## config.mk

```make
export PLATFORM = sky130hd
export DESIGN_NAME = sync_length_frame_deframer
export DESIGN_NICKNAME = d
export VERILOG_FILES = /design/src/sv/sld_pkg.sv /design/src/sv/sync_length_frame_deframer.sv /design/src/sv/sld_in_stage.sv /design/src/sv/sld_parser.sv /design/src/sv/sld_out_stage.sv
export SDC_FILE = /design/constraint.sdc
export NUM_CORES = 1
export LEC_CHECK = 0
export BUFFER_PORTS_ARGS = -buffer_cell sky130_fd_sc_hd__buf_4
export CAP_MARGIN = 20
export CORE_MARGIN = 10
export CORE_UTILIZATION = 55
export DETAILED_ROUTE_END_ITERATION = 10
export GPL_ROUTABILITY_DRIVEN = 1
export PLACE_DENSITY_LB_ADDON = 0.15
export SYNTH_ARGS = -nofsm -noshare
export SYNTH_HDL_FRONTEND = slang
export SYNTH_SLANG_ARGS = --single-unit
```

## constraint.sdc

```tcl
create_clock -name clk -period 6.6 [get_ports clk]
set_clock_uncertainty 0.05 [all_clocks]
set_input_delay 1.32 -clock clk [delete_from_list [all_inputs] [get_ports clk]]
set_output_delay 1.32 -clock clk [all_outputs]
set_load 0.01 [all_outputs]
```

## src/sv/sld_pkg.sv

```systemverilog
// ----------------------------------------------------------------------------
// sld_pkg
// Shared types and constants for the sync-word, length-prefixed deframer.
// ----------------------------------------------------------------------------
package sld_pkg;

    // Sync word as it sits in the window, first received byte in the low byte
    localparam logic [31:0] SYNC_WORD  = 32'h414D5553;
    // Index of the final byte of a four-byte header field
    localparam logic [1:0]  FIELD_LAST = 2'd3;
    // Largest flag byte that is taken as a valid compress flag
    localparam logic [7:0]  FLAG_MAX   = 8'd1;

    typedef enum logic [4:0] {
        PH_HUNT = 5'b00001,
        PH_FLAG = 5'b00010,
        PH_ID   = 5'b00100,
        PH_LEN  = 5'b01000,
        PH_DATA = 5'b10000
    } phase_t;

    typedef struct packed {
        logic [7:0]  payload_byte;
        logic [31:0] message_id;
        logic        compressed;
        logic        empty_message;
        logic        last;
    } result_t;

    // Transaction handed from the parser to the output register
    typedef struct packed {
        logic    valid;
        result_t data;
    } result_slot_t;

endpackage

```

## src/sv/sync_length_frame_deframer.sv

```systemverilog
// Path: an accepted byte sits in the input register, passes the combinational
//   parser and is captured by the output register, which drives out_valid.
// Throughput: one byte per cycle unless stalled; one-pass parser state update.
// Backpressure: out_stall holds the output register and, once the input
//   register is also full, raises in_stall.
// Reset: asynchronous, active low; the parser returns to sync hunting.
// ----------------------------------------------------------------------------
// sync_length_frame_deframer
// Sync-word, length-prefixed deframer, one received byte per unstalled cycle.
// ----------------------------------------------------------------------------
module sync_length_frame_deframer
(
    input  logic        clk,
    input  logic        rst_n,
    input  logic        in_valid,
    output logic        in_stall,
    input  logic [7:0]  in_byte,
    output logic        out_valid,
    input  logic        out_stall,
    output logic [7:0]  payload_byte,
    output logic [31:0] message_id,
    output logic        compressed,
    output logic        empty_message,
    output logic        last
);
    import sld_pkg::*;

    logic         out_free;
    logic         advance;
    logic [7:0]   item_byte;
    result_slot_t res;
    result_t      out_data;

    sld_in_stage u_in_stage
    (
        .clk       (clk),
        .rst_n     (rst_n),
        .in_valid  (in_valid),
        .in_stall  (in_stall),
        .in_byte   (in_byte),
        .out_free  (out_free),
        .advance   (advance),
        .item_byte (item_byte)
    );

    sld_parser u_parser
    (
        .clk       (clk),
        .rst_n     (rst_n),
        .advance   (advance),
        .item_byte (item_byte),
        .res       (res)
    );

    sld_out_stage u_out_stage
    (
        .clk       (clk),
        .rst_n     (rst_n),
        .res       (res),
        .out_free  (out_free),
        .out_valid (out_valid),
        .out_stall (out_stall),
        .out_data  (out_data)
    );

    assign payload_byte  = out_data.payload_byte;
    assign message_id    = out_data.message_id;
    assign compressed    = out_data.compressed;
    assign empty_message = out_data.empty_message;
    assign last          = out_data.last;

endmodule

```

## src/sv/sld_in_stage.sv

```systemverilog
// ----------------------------------------------------------------------------
// sld_in_stage
// Input register: holds one received byte until the parser takes it.
// ----------------------------------------------------------------------------
module sld_in_stage
(
    input  logic       clk,
    input  logic       rst_n,
    input  logic       in_valid,
    output logic       in_stall,
    input  logic [7:0] in_byte,
    input  logic       out_free,
    output logic       advance,
    output logic [7:0] item_byte
);
    import sld_pkg::*;

    logic       valid_reg;
    logic       valid_next;
    logic [7:0] byte_reg;
    logic       accept;

    assign advance  = valid_reg && out_free;
    assign in_stall = valid_reg && !out_free;
    assign accept   = in_valid && !in_stall;

    always_comb
    begin
        valid_next = valid_reg;
        if (accept)
        begin
            valid_next = 1'b1;
        end
        else if (advance)
        begin
            valid_next = 1'b0;
        end
    end

    always_ff @(posedge clk or negedge rst_n)
    begin
        if (!rst_n)
        begin
            valid_reg <= 1'b0;
        end
        else
        begin
            valid_reg <= valid_next;
        end
    end

    always_ff @(posedge clk)
    begin
        if (accept)
        begin
            byte_reg <= in_byte;
        end
    end

    assign item_byte = byte_reg;

endmodule

```

## src/sv/sld_parser.sv

```systemverilog
// ----------------------------------------------------------------------------
// sld_parser
// Header parser: sync hunt, flag, id and length fields, payload byte count.
// ----------------------------------------------------------------------------
module sld_parser
(
    input  logic                  clk,
    input  logic                  rst_n,
    input  logic                  advance,
    input  logic [7:0]            item_byte,
    output sld_pkg::result_slot_t res
);
    import sld_pkg::*;

    phase_t      phase_reg;
    phase_t      phase_next;
    logic [31:0] window_reg;
    logic [31:0] window_next;
    logic [1:0]  count_reg;
    logic [1:0]  count_next;
    logic [31:0] id_reg;
    logic [31:0] id_next;
    logic [31:0] len_reg;
    logic [31:0] len_next;
    logic [31:0] left_reg;
    logic [31:0] left_next;
    logic        comp_reg;
    logic        comp_next;

    logic [31:0] window_shift;
    logic        window_hit;
    logic [31:0] byte_placed;
    logic [31:0] len_word;
    logic [31:0] left_dec;

    assign window_shift = {item_byte, window_reg[31:8]};
    assign window_hit   = (window_shift == SYNC_WORD);
    assign byte_placed  = {24'd0, item_byte} << {count_reg, 3'b000};
    assign len_word     = len_reg | byte_placed;
    assign left_dec     = left_reg - 32'd1;

    always_comb
    begin
        phase_next  = phase_reg;
        window_next = window_reg;
        count_next  = count_reg;
        id_next     = id_reg;
        len_next    = len_reg;
        left_next   = left_reg;
        comp_next   = comp_reg;

        res.valid              = 1'b0;
        res.data.payload_byte  = item_byte;
        res.data.message_id    = id_reg;
        res.data.compressed    = comp_reg;
        res.data.empty_message = 1'b0;
        res.data.last          = 1'b0;

        if (advance)
        begin
            case (phase_reg)
                PH_FLAG:
                begin
                    if (item_byte > FLAG_MAX)
                    begin
                        // keep the bad flag byte in the window and hunt on
                        window_next = window_shift;
                        phase_next  = window_hit ? PH_FLAG : PH_HUNT;
                    end
                    else
                    begin
                        comp_next   = item_byte[0];
                        window_next = '0;
                        id_next     = '0;
                        count_next  = '0;
                        phase_next  = PH_ID;
                    end
                end
                PH_ID:
                begin
                    id_next = id_reg | byte_placed;
                    if (count_reg == FIELD_LAST)
                    begin
                        count_next = '0;
                        len_next   = '0;
                        phase_next = PH_LEN;
                    end
                    else
                    begin
                        count_next = count_reg + 2'd1;
                    end
                end
                PH_LEN:
                begin
                    len_next = len_word;
                    if (count_reg != FIELD_LAST)
                    begin
                        count_next = count_reg + 2'd1;
                    end
                    else
                    begin
                        count_next = '0;
                        if (len_word == '0)
                        begin
                            // zero-length message: one empty transaction
                            res.valid              = 1'b1;
                            res.data.payload_byte  = '0;
                            res.data.empty_message = 1'b1;
                            res.data.last          = 1'b1;
                            phase_next             = PH_HUNT;
                        end
                        else
                        begin
                            left_next  = len_word;
                            phase_next = PH_DATA;
                        end
                    end
                end
                PH_DATA:
                begin
                    left_next     = left_dec;
                    res.valid     = 1'b1;
                    res.data.last = (left_dec == '0);
                    if (left_dec == '0)
                    begin
                        phase_next = PH_HUNT;
                    end
                end
                default:
                begin
                    window_next = window_shift;
                    phase_next  = window_hit ? PH_FLAG : PH_HUNT;
                end
            endcase
        end
    end

    always_ff @(posedge clk or negedge rst_n)
    begin
        if (!rst_n)
        begin
            phase_reg  <= PH_HUNT;
            window_reg <= '0;
            count_reg  <= '0;
            id_reg     <= '0;
            len_reg    <= '0;
            left_reg   <= '0;
            comp_reg   <= 1'b0;
        end
        else
        begin
            phase_reg  <= phase_next;
            window_reg <= window_next;
            count_reg  <= count_next;
            id_reg     <= id_next;
            len_reg    <= len_next;
            left_reg   <= left_next;
            comp_reg   <= comp_next;
        end
    end

endmodule

```

## src/sv/sld_out_stage.sv

```systemverilog
// ----------------------------------------------------------------------------
// sld_out_stage
// Output register: holds one result transaction until the receiver takes it.
// ----------------------------------------------------------------------------
module sld_out_stage
(
    input  logic                  clk,
    input  logic                  rst_n,
    input  sld_pkg::result_slot_t res,
    output logic                  out_free,
    output logic                  out_valid,
    input  logic                  out_stall,
    output sld_pkg::result_t      out_data
);
    import sld_pkg::*;

    logic    valid_reg;
    logic    valid_next;
    result_t data_reg;

    assign out_free = !valid_reg || !out_stall;

    always_comb
    begin
        valid_next = valid_reg;
        if (out_free)
        begin
            valid_next = res.valid;
        end
    end

    always_ff @(posedge clk or negedge rst_n)
    begin
        if (!rst_n)
        begin
            valid_reg <= 1'b0;
        end
        else
        begin
            valid_reg <= valid_next;
        end
    end

    always_ff @(posedge clk)
    begin
        if (out_free && res.valid)
        begin
            data_reg <= res.data;
        end
    end

    assign out_valid = valid_reg;
    assign out_data  = data_reg;

endmodule

```

# After elaboration in Yosys (flattened, before gate mapping)
# Index checks and enable logic that the tools add are counted.
[word_totals] latch_bits=0 mem_bits_rw=0 rom_bits=0 mem_count=0 inputBits=12 reg_bits=189 output_inout_bits=45 elab_cells=92
[op_classes] n_reduce_logical=25 mux=30 magnitude_cmp=1 add_sub_neg=2 bitwise=6 div=0 shifts=1 eq_ne=12 multipliers=0
[op_table] cell="one-hot mux 32 bit (2 select lines)" n=4
[op_table] cell="2-to-1 mux 32 bit" n=5
[op_table] cell="zero test 32 bit" n=2
[op_table] cell="OR 32 bit" n=2
[op_table] cell="== test 32 x 31 -> 1 bit, second input constant" n=1
[op_table] cell="left shift 8 x 5 -> 32 bit" n=1
[op_table] cell="subtractor 32 x 1 -> 32 bit, second input constant" n=1
[op_table] cell="2-to-1 mux 9 bit" n=3
[op_table] cell="2-to-1 mux 5 bit" n=5
[op_table] cell="one-hot mux 5 bit (4 select lines)" n=1
[op_table] cell="AND reduction 3 bit" n=4
[op_table] cell="2-to-1 mux 2 bit" n=5
[op_table] cell="greater-than comparator 8 x 1 -> 1 bit, second input constant" n=1
[op_table] cell="2-to-1 mux 8 bit" n=1
[op_table] cell="inequality test 2 bit, second input constant" n=4
[op_table] cell="AND reduction 4 bit" n=2
[op_table] cell="nonzero test 2 bit" n=4
[op_table] cell="one-hot mux 2 bit (3 select lines)" n=1
[op_table] cell="OR reduction 3 bit" n=2
[op_table] cell="== test 5 x 2 -> 1 bit, second input constant" n=1
[op_table] cell="== test 5 x 3 -> 1 bit, second input constant" n=1
[op_table] cell="== test 5 x 4 -> 1 bit, second input constant" n=1
[op_table] cell="== test 5 bit, second input constant" n=1
[op_table] cell="logical AND 1 bit" n=4
[op_table] cell="10 further kinds" n=20

# Longest topological paths before layout
# Gate-level depths: netlist of run 1.
[depth] depth_word=8 depth_mapped=10 depth_no_buf=9

# By module
# A second synthesis of run 1 with hierarchy kept.
[unflattened] hier_cells=779 area_unflattened_um2=8166.6
[modules_own_cells] module="sld_parser" area_each_um2=6523.8 cells_per_inst=718 n_inst=1 seq_area_each_um2=3204.3
[modules_own_cells] module="sld_out_stage" area_each_um2=1338.8 cells_per_inst=47 n_inst=1 seq_area_each_um2=1316.3
[modules_own_cells] module="sld_in_stage" area_each_um2=304.0 cells_per_inst=14 n_inst=1 seq_area_each_um2=265.3

# Worst setup path before layout of run 1
# No wires, ideal clock.
[synth_path] kind="register to register" from="reg u_in_stage.byte_reg[7], in the netlist u_in_stage.item_byte[7]" to="reg u_out_stage.data_reg (netlist bit u_out_stage.out_data[0]) (enable)" setup_slack_ns=2.708 period_less_slack_ns=3.892 required_ns=6.107 arrival_ns=3.399 path_buffers=0 path_stages_with_launch=8 setup_time_ns=0.443 cell_sequence="edfxtp_1 > o31a_1 > or4_1 > o2bb2ai_1 > nand3_1 > nor2_1 > a21oi_1 > nor2_1"
[synth_via] elab_chain_cells=8
[synth_lines] element="start: declaration" line_no="sld_in_stage.sv:20" text="logic [7:0] byte_reg;"
[synth_lines] element="start signal: assignment" line_no="sld_in_stage.sv:56" text="byte_reg <= in_byte;"
[synth_lines] element="left shift 8 x 5 -> 32 bit" line_no="sld_parser.sv:38" text="assign byte_placed = {24'd0, item_byte} << {count_reg, 3'b000};"
[synth_lines] element="OR 32 bit" line_no="sld_parser.sv:39" text="assign len_word = len_reg | byte_placed;"
[synth_lines] element="zero test 32 bit" line_no="sld_parser.sv:103" text="if (len_word == '0)"
[synth_lines] element="2-to-1 mux 9 bit" line_no="sld_parser.sv:103"
[synth_lines] element="2-to-1 mux 9 bit" line_no="sld_parser.sv:96" text="if (count_reg != FIELD_LAST)"
[synth_lines] element="one-hot mux 1 bit (2 select lines)" line_no="sld_parser.sv:61" text="case (phase_reg)"
[synth_lines] element="2-to-1 mux 9 bit" line_no="sld_parser.sv:59" text="if (advance)"
[synth_lines] element="logical AND 1 bit" line_no="sld_out_stage.sv:46" text="if (out_free && res.valid)"
[synth_lines] element="end signal: assignment" line_no="sld_out_stage.sv:48" text="data_reg <= res.data;"
[synth_lines] element="end: declaration" line_no="sld_out_stage.sv:19" text="result_t data_reg;"
# Every way passes these cells.
# A chain may end at the register's enable or synchronous reset.

# Worst setup path after layout of run 1
[layout_path] from="in out_stall" to="reg u_parser.window_reg[24]"
[layout_via] elab_chain_cells=4
[layout_lines] element="start: declaration" line_no="sync_length_frame_deframer.sv:19" text="input logic out_stall,"
[layout_lines] element="zero test 1 bit" line_no="sld_out_stage.sv:21" text="assign out_free = !valid_reg || !out_stall;"
[layout_lines] element="logical OR 1 bit" line_no="sld_out_stage.sv:21"
[layout_lines] element="logical AND 1 bit" line_no="sld_in_stage.sv:23" text="assign advance = valid_reg && out_free;"
[layout_lines] element="AND reduction 2 bit (no source line)"
[layout_lines] element="end signal: assignment" line_no="sld_parser.sv:153" text="window_reg <= window_next;"
[layout_lines] element="end: declaration" line_no="sld_parser.sv:17" text="logic [31:0] window_reg;"
# Every way passes these cells.

==> metrics.yaml, run 1 <==
switching_share: 0.306
irDropWorstVdd_v: 0.000232
ctsHoldBuffers: 0
p_per_area_mw_per_mm2: 303
synth_top_family_by_area: "simple AND/OR/NAND/NOR gates"
fin_crit_ns: 3.60
slew_viol_final: 0
startpoint_type: "input pin"
synth_area_mm2: 0.00819
relSlewSlack: 0.277
path_class: "input pin to register"
antenna_found_initial: 0
dr_total_vias: 6302
largest_reg_flops: 43
worst_r2r_endpoint: "u_parser.left_reg[3]$_DFFE_PN0P_"
dpl_cell_area_mm2: 0.00870
cp_num_buf_inv: 1
grt_max_degree: 69
crit_family: "compound AO/OA/AOI/OAI gates"
synthTopCellsByArea: "dfrtp_1 (39%), edfxtp_1 (19%), a21oi_1 (5.9%)"
path_max_fanout: 26
die_h_um: 142
setup_viol: 0
mostFrequentLayoutCells: "dfrtp_1 (129), a21oi_1 (96), nor2_1 (87)"
routed_wirelength_um: 20200
drt-initial-drc-count: 491
power.switching_w: 0.000861
cts-buffers-inserted: 17
pwr-share-comb: 0.145
dr.pass1.iters: 5
syn-num-nets: 812
fin_crit_sh: 0.546
tns_ns: 0
cts_num_sinks: 181
layout_commonest_cell: "dfrtp_1"
worstMarginPinSlew_ns: 1.08
synth.yosys.seq_area_share: 0.585
finalHoldViolCount: 0
synth-adder-area-share: 0.00459
num_io_pins: 57
cpMaxStageDelayCell: "nand3_1"
area_delta_synth_final_pct: 13.5
muxShareOfSynthArea: 0.0122
wl_per_cell_um: 19.7
rsz0062_at_grt: "no"
grtUsageTotal: 0.202
initial_core_util: 0.563
synth_top_cell_by_area: "dfrtp_1"
hold_depth: 0
grt.overflow.total: 0
die_w_um: 142
ctsResizeCount: 0
fin_nets: 839
yosysWarningCount: 0
endpoint_kind: "register"
grt_pass1_vias: 5988
root_buffer: "clkbuf_16"
grt_pass1_wl_um: 32300
drcViolationCount: 0
synth_edf_count: 51
clock_latency_ns: 0.44
seq_power_share: 0.495
ant_nets: 0
syn_inst: 797
status: "finished clean"
crit_required_ns: 6.92
avgViaCountPerCell: 6.17
gp_congestion: 0.914
synth.distinct_cells: 70
max_freq_ghz: 0.277
internal_power_w: 0.00196
min_from: "u_parser.comp_reg$_DFFE_PN0P_"
n_fill_cell: 1136
rows: 44
synth-simple-area-share: 0.178
synth_compound_area_frac: 0.171
p_clk_frac: 0.360
dp.final_hpwl_um: 13200
r2r-start: "u_in_stage.item_byte[7]$_DFFE_PP_"
synthFlopType: "dfrtp_1"
synthXorXnorAreaFrac: 0.0148
crit_chain: "buf_4, a21oi_1, nand3_1, a21oi_2, a22o_1"
post_cts_buffers: 0
cap_violations: 0
fp.coreArea_mm2: 0.0145
ys_async_sr_fraction: 0.718
clockBufferDepth: 2
rrSetupSlack_ns: 3.36
h-tree-depth: 4
tritoncts: "yes"
crit_arrival_ns: 3.92
critPathMaxStageDelay_ns: 0.87
leakagePower_nw: 3.97
dieArea_mm2: 0.0202
clk_pin_slew_ns: 0.07
n_antenna_cell: 0
synth_seq_cells: 181
finalInstanceArea_mm2: 0.00929
hp-class: "register to register"
synth_top_area_share: 0.394
worstHoldEndpoint: "u_out_stage.out_data[2]$_DFFE_PP_"
syn_area_per_cell_um2: 10.3
portBuffers: 56
reg2regPathDepth: 7
drive_above_1_share: 0.152
[power by group through the flow]
stage / Combinational, W / Sequential [W] / Clock [W]
after CTS: 0.000412 / 0.00139 / 0.00103
after global routing: 0.000457 / 0.00141 / 0.00108
final: 0.000408 / 0.00140 / 0.00101
after global placement: 0.000395 / 0.00140 / 0
after detailed placement: 0.000408 / 0.00141 / 0
after floorplan: 0.000324 / 0.00135 / 0
[worst max-delay path by stage]
stage	startpoint	endpoint	slack, ns	cells after the start
after floorplan	u_in_stage.item_byte[7]$_DFFE_PP_	u_out_stage.out_data[0]$_SDFFCE_PN0P_	2.71	7
after CTS	out_stall	u_parser.window_reg[16]$_DFFE_PN0P_	3.06	5
final	out_stall	u_parser.window_reg[24]$_DFFE_PN0P_	3.00	5
after global placement	out_stall	u_parser.window_reg[18]$_DFFE_PN0P_	2.74	5
after global routing	out_stall	u_parser.window_reg[16]$_DFFE_PN0P_	2.70	5
after detailed placement	out_stall	u_parser.window_reg[11]$_DFFE_PN0P_	2.61	5
[through the flow]
step	instances	power, W	worst slack (ns)	hold slack [ns]	utilization
after global placement	987	0.00180	2.74	0.377	0.596
after detailed placement	989	0.00182	2.61	0.378	0.598
final	1021	0.00282	3.00	0.398	0.639
after global routing	1021	0.00294	2.70	0.407	0.639
after CTS	1021	0.00283	3.06	0.397	0.639
after floorplan	797	0.00168	2.71	0.371	-
[layout make-up]
cell class,instances,area [um^2],area share
Clock buffer,17,425,0.0458
Inverter,14,52.6,0.00566
Timing Repair Buffer,65,508,0.0547
Clock inverter,15,168,0.0180
Sequential cell,181,4790,0.515
Tap cell,184,230,0.0248
Multi-Input combinational cell,545,3120,0.336
[cell usage after synthesis, types with 4 or more instances]
library cell / n
a21oi_1: 96
a22o_1: 21
a31oi_1: 5
and2_1: 4
and3_1: 4
buf_2: 9
clkbuf_1: 45
dfrtp_1: 129
edfxtp_1: 51
inv_1: 14
mux2_2: 8
nand2_1: 84
nand2b_1: 5
nand3_1: 17
nand3b_1: 5
nand4_1: 7
nor2_1: 88
nor3_1: 18
nor4_1: 16
nor4_2: 5
o21a_1: 5
o21ai_0: 78
o22a_1: 4
o31ai_1: 4
or4_1: 4
xnor2_1: 6
xor2_1: 6
[routing by layer]
metal,routed length [um],global-route usage,vias up
met1,8800,0.267,3100
met2,9560,0.311,238
met5,0,0,-
met4,419,0.0732,0
met3,1390,0.0581,37
li1,-,-,2927
[cell families after synthesis]
group	after synthesis
and+or+nand+nor	283
AOI/OAI and AO/OA	237
DFF	181
buffers and inverters	71
xor gates and xnor gates	13
muxes	9
adders and majority gates	3
Power figures use the tool's default switching activity.
==> run 2: changes to the inputs <==
clock period = 3.8 ns   (was 6.6 ns; I/O delays follow)
==> run 2 against run 1 <==
Net effect:
- clock power is 85% higher
- core utilization is 0.49 points higher
- setup slack got worse by 2.4 ns
- largest cell class unchanged
- highest routed layer unchanged
==> metrics.yaml, run 2 (synthesis gave the netlist of run 1 again) <==
tritoncts: "yes"
cap_violations: 0  # unchanged
die_w_um: 142  # unchanged
ctsHoldBuffers: 0  # unchanged
leakagePower_nw: 4.02  # +1.4%
antenna_found_initial: 0  # unchanged
pwr-share-comb: 0.146  # about the same
ant_nets: 0  # unchanged
worst_slack_ns: 0.600  # -2.40 ns
drcViolationCount: 0  # unchanged
routed_wirelength_um: 21300  # +5.6%
grt_max_degree: 83  # +20%
gp_congestion: 0.935  # +2.4%
p_clk_frac: 0.372  # +0.012
dr_total_vias: 6430  # +2.0%
startpoint_type: "register"
worst_r2r_endpoint: "u_parser.left_reg[3]$_DFFE_PN0P_"
max_freq_ghz: 0.312
area_delta_synth_final_pct: 14.3
ctsResizeCount: 0  # unchanged
initial_core_util: 0.563  # unchanged
crit_chain: "inv_1, a211oi_1, o2bb2ai_1, a31oi_1, o21a_1, o21ai_0, a22o_1"
mostFrequentLayoutCells: "dfrtp_1 (129), a21oi_1 (96), nor2_1 (87)"
endpoint_kind: "register"
dieArea_mm2: 0.0202  # unchanged
clockBufferDepth: 2  # unchanged
rows: 44  # unchanged
avgViaCountPerCell: 6.25  # +1.3%
wl_per_cell_um: 20.7  # +4.8%
path_max_fanout: 31  # +19%
finalHoldViolCount: 0  # unchanged
slew_viol_final: 0  # unchanged
status: "finished clean"
power.switching_w: 0.00149  # +73%
p_per_area_mw_per_mm2: 536  # +77%
reg2regPathDepth: 7  # unchanged
irDropWorstVdd_v: 0.000341  # +47%
cts-buffers-inserted: 17  # unchanged
grt_pass1_wl_um: 33900  # +4.7%
fin_crit_ns: 3.20
grt_pass1_vias: 6087  # +1.7%
crit_family: "compound AO/OA/AOI/OAI gates"
fp.coreArea_mm2: 0.0145  # unchanged
setup_viol: 0  # unchanged
tns_ns: 0  # unchanged
post_cts_buffers: 0  # unchanged
drive_above_1_share: 0.159  # +0.00704
dp.final_hpwl_um: 14200  # +7.4%
clk_pin_slew_ns: 0.07  # about the same
layout_commonest_cell: "dfrtp_1"
largest_reg_flops: 43  # unchanged
relSlewSlack: 0.261  # -0.0154
crit_arrival_ns: 3.46  # -0.46 ns
switching_share: 0.297  # -0.00906
crit_required_ns: 4.06  # -2.86 ns
clock_latency_ns: 0.43  # about the same
rrSetupSlack_ns: 0.60  # -2.76 ns
path_class: "register to register"
post-place-ws_ns: 0.728  # -1.89 ns
fin_nets: 846  # +0.83%
die_h_um: 142  # unchanged
internal_power_w: 0.00353  # +80%
cp_num_buf_inv: 1  # unchanged
root_buffer: "clkbuf_16"
dr.pass1.iters: 8  # +3
seq_power_share: 0.483  # -0.012
grtUsageTotal: 0.212  # +0.00991
critPathMaxStageDelay_ns: 0.91  # +0.04 ns
rsz0062_at_grt: "no"
cts_num_sinks: 181  # unchanged
worstMarginPinSlew_ns: 1.11  # +0.0232 ns
n_antenna_cell: 0  # unchanged
r2r-start: "u_in_stage.item_byte[7]$_DFFE_PP_"
portBuffers: 56  # unchanged
grt.overflow.total: 0  # unchanged
cpMaxStageDelayCell: "o21a_1"
h-tree-depth: 4  # unchanged
fin_crit_sh: 0.842
num_io_pins: 57  # unchanged
drt-initial-drc-count: 527  # +7.3%
hp-class: "input pin to asynchronous set/reset pin"
[run 2: cell count changes in the layout (fill, tap and decap cells not counted), sizes merged]
cell,previous run,this run
bufinv,1,3
buf,65,72
clkinv,4,2
clkinvlp,4,2
clkbuf,17,18
inv,20,21
[run 2: stage by stage]
stage | total power, W | util | cell area (um^2) | hold WS (ns) | cells
finish | 0.00502 | 0.644 | 9360 | 0.297 | 1028
global placement | 0.00315 | 0.601 | 8740 | 0.382 | 996
detailed placement | 0.00318 | 0.601 | 8740 | 0.385 | 996
floorplan | 0.00291 | - | 8190 | 0.371 | 797
global route | 0.00522 | 0.644 | 9360 | 0.335 | 1028
CTS | 0.00503 | 0.644 | 9360 | 0.306 | 1028
[run 2: how the worst max path moves through the flow]
stage,depth (start not counted),end,slack (ns),from
6_report,7,u_parser.left_reg[3]$_DFFE_PN0P_,0.60,u_in_stage.item_byte[7]$_DFFE_PP_
5_1_grt,7,u_parser.left_reg[3]$_DFFE_PN0P_,0.43,u_in_stage.item_byte[7]$_DFFE_PP_
4_1_cts,7,u_parser.left_reg[3]$_DFFE_PN0P_,0.69,u_in_stage.item_byte[7]$_DFFE_PP_
3_5_place_dp,8,u_out_stage.out_data[33]$_DFFE_PP_,0.73,u_in_stage.item_byte[7]$_DFFE_PP_
3_3_place_gp,8,u_out_stage.out_data[33]$_DFFE_PP_,0.80,u_in_stage.item_byte[7]$_DFFE_PP_
2_1_floorplan,7,u_out_stage.out_data[0]$_SDFFCE_PN0P_,0.62,u_in_stage.item_byte[7]$_DFFE_PP_
[run 2: power by group through the flow]
stage	clock [W]	combinational [W]	sequential, W
after CTS	0.00189	0.000731	0.00242
after global routing	0.00196	0.000813	0.00245
after global placement	0	0.000710	0.00244
after detailed placement	0	0.000726	0.00245
final	0.00187	0.000731	0.00242
after floorplan	0	0.000563	0.00235
[run 2: area by class of cell]
class                   count  area, um^2
fillers                  1148        5170
flip-flops and latches    181        4790
multi-input cells         545        3120
repair buffers             72         553
clock buffers              18         429
well taps                 184         230
clock inverters            14         190
inverters                  14        52.6
[run 2: layer usage]
layer | track usage | routed length (um) | vias up
li1 | - | - | 2945
met1 | 0.283 | 8860 | 3178
met2 | 0.328 | 10400 | 270
met3 | 0.0587 | 1640 | 37
met4 | 0.0683 | 405 | 0
met5 | 0 | 0 | -
==> run 3: changes to the inputs <==
CORE_UTILIZATION = 54   (was 55)
clock period = 2.9 ns   (was 3.8 ns; I/O delays follow)
==> run 3 against run 2 <==
Net effect:
- sequential power up 30%
- highest routed layer unchanged
- power up 26%
- critical path depth up 2
- register-to-register slack worse by 0.41 ns
==> metrics.yaml, run 3 (synthesis gave the netlist of run 1 again) <==
status: "finished clean"
clock_latency_ns: 0.43  # about the same
dr.pass1.iters: 6  # -2
critPathMaxStageDelay_ns: 0.46  # -0.45 ns
wl_met1_um: 8870  # about the same
die_h_um: 143  # +0.79%
reg2regPathDepth: 9  # +2
grt_max_degree: 46  # -45%
highest_layer: "met4"
endpoint_kind: "register"
leakagePower_nw: 4.07  # +1.3%
clk_pin_slew_ns: 0.06  # about the same
n_fill_cell: 1176  # +2.4%
post-route-util: 0.641  # -0.00255
finalPower_w: 0.00632  # +26%
crit_arrival_ns: 2.97  # -0.49 ns
wl_met2_um: 10100  # -2.5%
n_antenna_cell: 0  # unchanged
ctsHoldBuffers: 0  # unchanged
wl_met3_um: 1500  # -8.7%
cap_violations: 0  # unchanged
multi_input_area_mm2: 0.00313  # +0.28%
post-place-ws_ns: 0.124  # -0.605 ns
fp.coreArea_mm2: 0.0147  # +1.1%
grt.overflow.total: 0  # unchanged
worstMarginPinSlew_ns: 0.721  # -0.387 ns
startpoint_type: "register"
tns_ns: 0  # unchanged
grtUsageTotal: 0.211  # -0.00102
dp.final_hpwl_um: 14300  # +0.57%
root_buffer: "clkbuf_16"
mostFrequentLayoutCells: "dfrtp_1 (129), a21oi_1 (96), nor2_1 (87), buf_4 (87), nand2_1 (84)"
h-tree-depth: 4  # unchanged
finalHoldViolCount: 0  # unchanged
cpMaxStageDelayCell: "dfrtp_1"
setup_viol: 0  # unchanged
grt_pass1_vias: 6190  # +1.7%
initial_core_util: 0.557  # -0.00633
rsz0062_at_grt: "no"
max_freq_ghz: 0.368  # +18%
hp-class: "input pin to asynchronous set/reset pin"
drive_above_1_share: 0.172  # +0.0131
crit_chain: "inv_1, ha_1, nor4b_4, nand4_4, or3_4, xnor2_2, nand3_2, nor4_2, o31ai_1"
seq_area_mm2: 0.00479  # unchanged
cts-buffers-inserted: 17  # unchanged
fin_nets: 863  # +2.0%
p_per_area_mw_per_mm2: 670  # +25%
area_delta_synth_final_pct: 15.2
tritoncts: "yes"
drt-initial-drc-count: 458  # -13%
ant_nets: 0  # unchanged
drcViolationCount: 0  # unchanged
path_class: "register to register"
cts_num_sinks: 181  # unchanged
crit_required_ns: 3.16  # -0.90 ns
routed_wirelength_um: 21000  # -1.1%
clockBufferDepth: 2  # unchanged
rows: 44  # unchanged
layout_commonest_cell: "dfrtp_1"
worst_slack_ns: 0.186  # -0.414 ns
dieArea_mm2: 0.0205  # +1.6%
irDropWorstVdd_v: 0.000478  # +40%
relSlewSlack: 0.515  # +0.254
slew_viol_final: 0  # unchanged
dr_total_vias: 6433  # +0.047%
die_w_um: 143  # +0.79%
largest_reg_flops: 43  # unchanged
wl_per_cell_um: 20.1  # -2.7%
instances_no_fill: 1045  # +1.7%
post-place-cells: 1012  # +1.6%
gp_congestion: 0.936  # about the same
num_io_pins: 57  # unchanged
fin_crit_ns: 2.71  # -0.486 ns
avgViaCountPerCell: 6.16  # -1.6%
path_max_fanout: 8  # -74%
fin_crit_sh: 0.936  # +0.0938
grt_pass1_wl_um: 33700  # -0.61%
antenna_found_initial: 0  # unchanged
portBuffers: 56  # unchanged
run 3: cell count changes in the layout (fill, tap and decap cells not counted), sizes merged:
cell | previous run | this run
bufinv | 3 | 0
clkinv | 2 | 7
inv | 21 | 16
buf | 72 | 89
clkbuf | 18 | 21
run 3: through the flow:
step / instance area [um^2] / hold slack, ns
6_report: 9430 / 0.00480
5_1_grt: 9430 / 0.0186
4_1_cts: 9410 / 0.00826
3_5_place_dp: 8870 / 0.384
3_3_place_gp: 8870 / 0.380
2_1_floorplan: 8190 / 0.234
run 3: repair_timing:
action,4_1_cts,5_1_grt
setup endpoints to repair,0,3
setup buffers,0,1
gates resized for setup,0,1
run 3: per-layer routing:
metal / track usage / up-vias
met5: 0 / -
met4: 0.0809 / 0
met3: 0.0481 / 41
met2: 0.336 / 248
met1: 0.274 / 3170
li1: - / 2974
run 3: cell type report:
type,count,share of cell area
Sequential cell,181,0.508
Multi-Input combinational cell,545,0.332
Timing Repair Buffer,89,0.0735
Clock buffer,21,0.0488
Tap cell,184,0.0244
Clock inverter,11,0.00836
Inverter,14,0.00557
run 3: power breakdown:
group	total, W	internal (W)	switching, W
clock	0.00211	0.00114	0.000967
sequential	0.00315	0.00283	0.000328
combinational	0.00105	0.000467	0.000587
total	0.00632	0.00444	0.00188
run 3: path summary, 6_finish.rpt:
path	start	end	slack, ns
worst max-delay path	u_parser.left_reg[0]$_DFFE_PN0P_	u_parser.phase_reg[4]$_DFFE_PN0P_	0.19
worst min-delay path	rst_n	u_parser.window_reg[8]$_DFFE_PN0P_	0.005
worst max register to register	u_parser.left_reg[0]$_DFFE_PN0P_	u_parser.phase_reg[4]$_DFFE_PN0P_	0.19
worst min register to register	u_parser.comp_reg$_DFFE_PN0P_	u_out_stage.out_data[2]$_DFFE_PP_	0.40
max in group asynchronous	rst_n	u_parser.id_reg[2]$_DFFE_PN0P_	2.01
min in group clk	in_byte[6]	u_in_stage.item_byte[6]$_DFFE_PP_	0.28
run 3: worst max-delay path, delay by kind of cell, from the launching register on:
family / cells / cell delay [ns]
xor+xnor: 1 / 0.17
flops: 1 / 0.46
compound gates: 1 / 0.11
fa+ha+maj: 1 / 0.25
simple gates: 5 / 1.45
buf+inv: 1 / 0.10
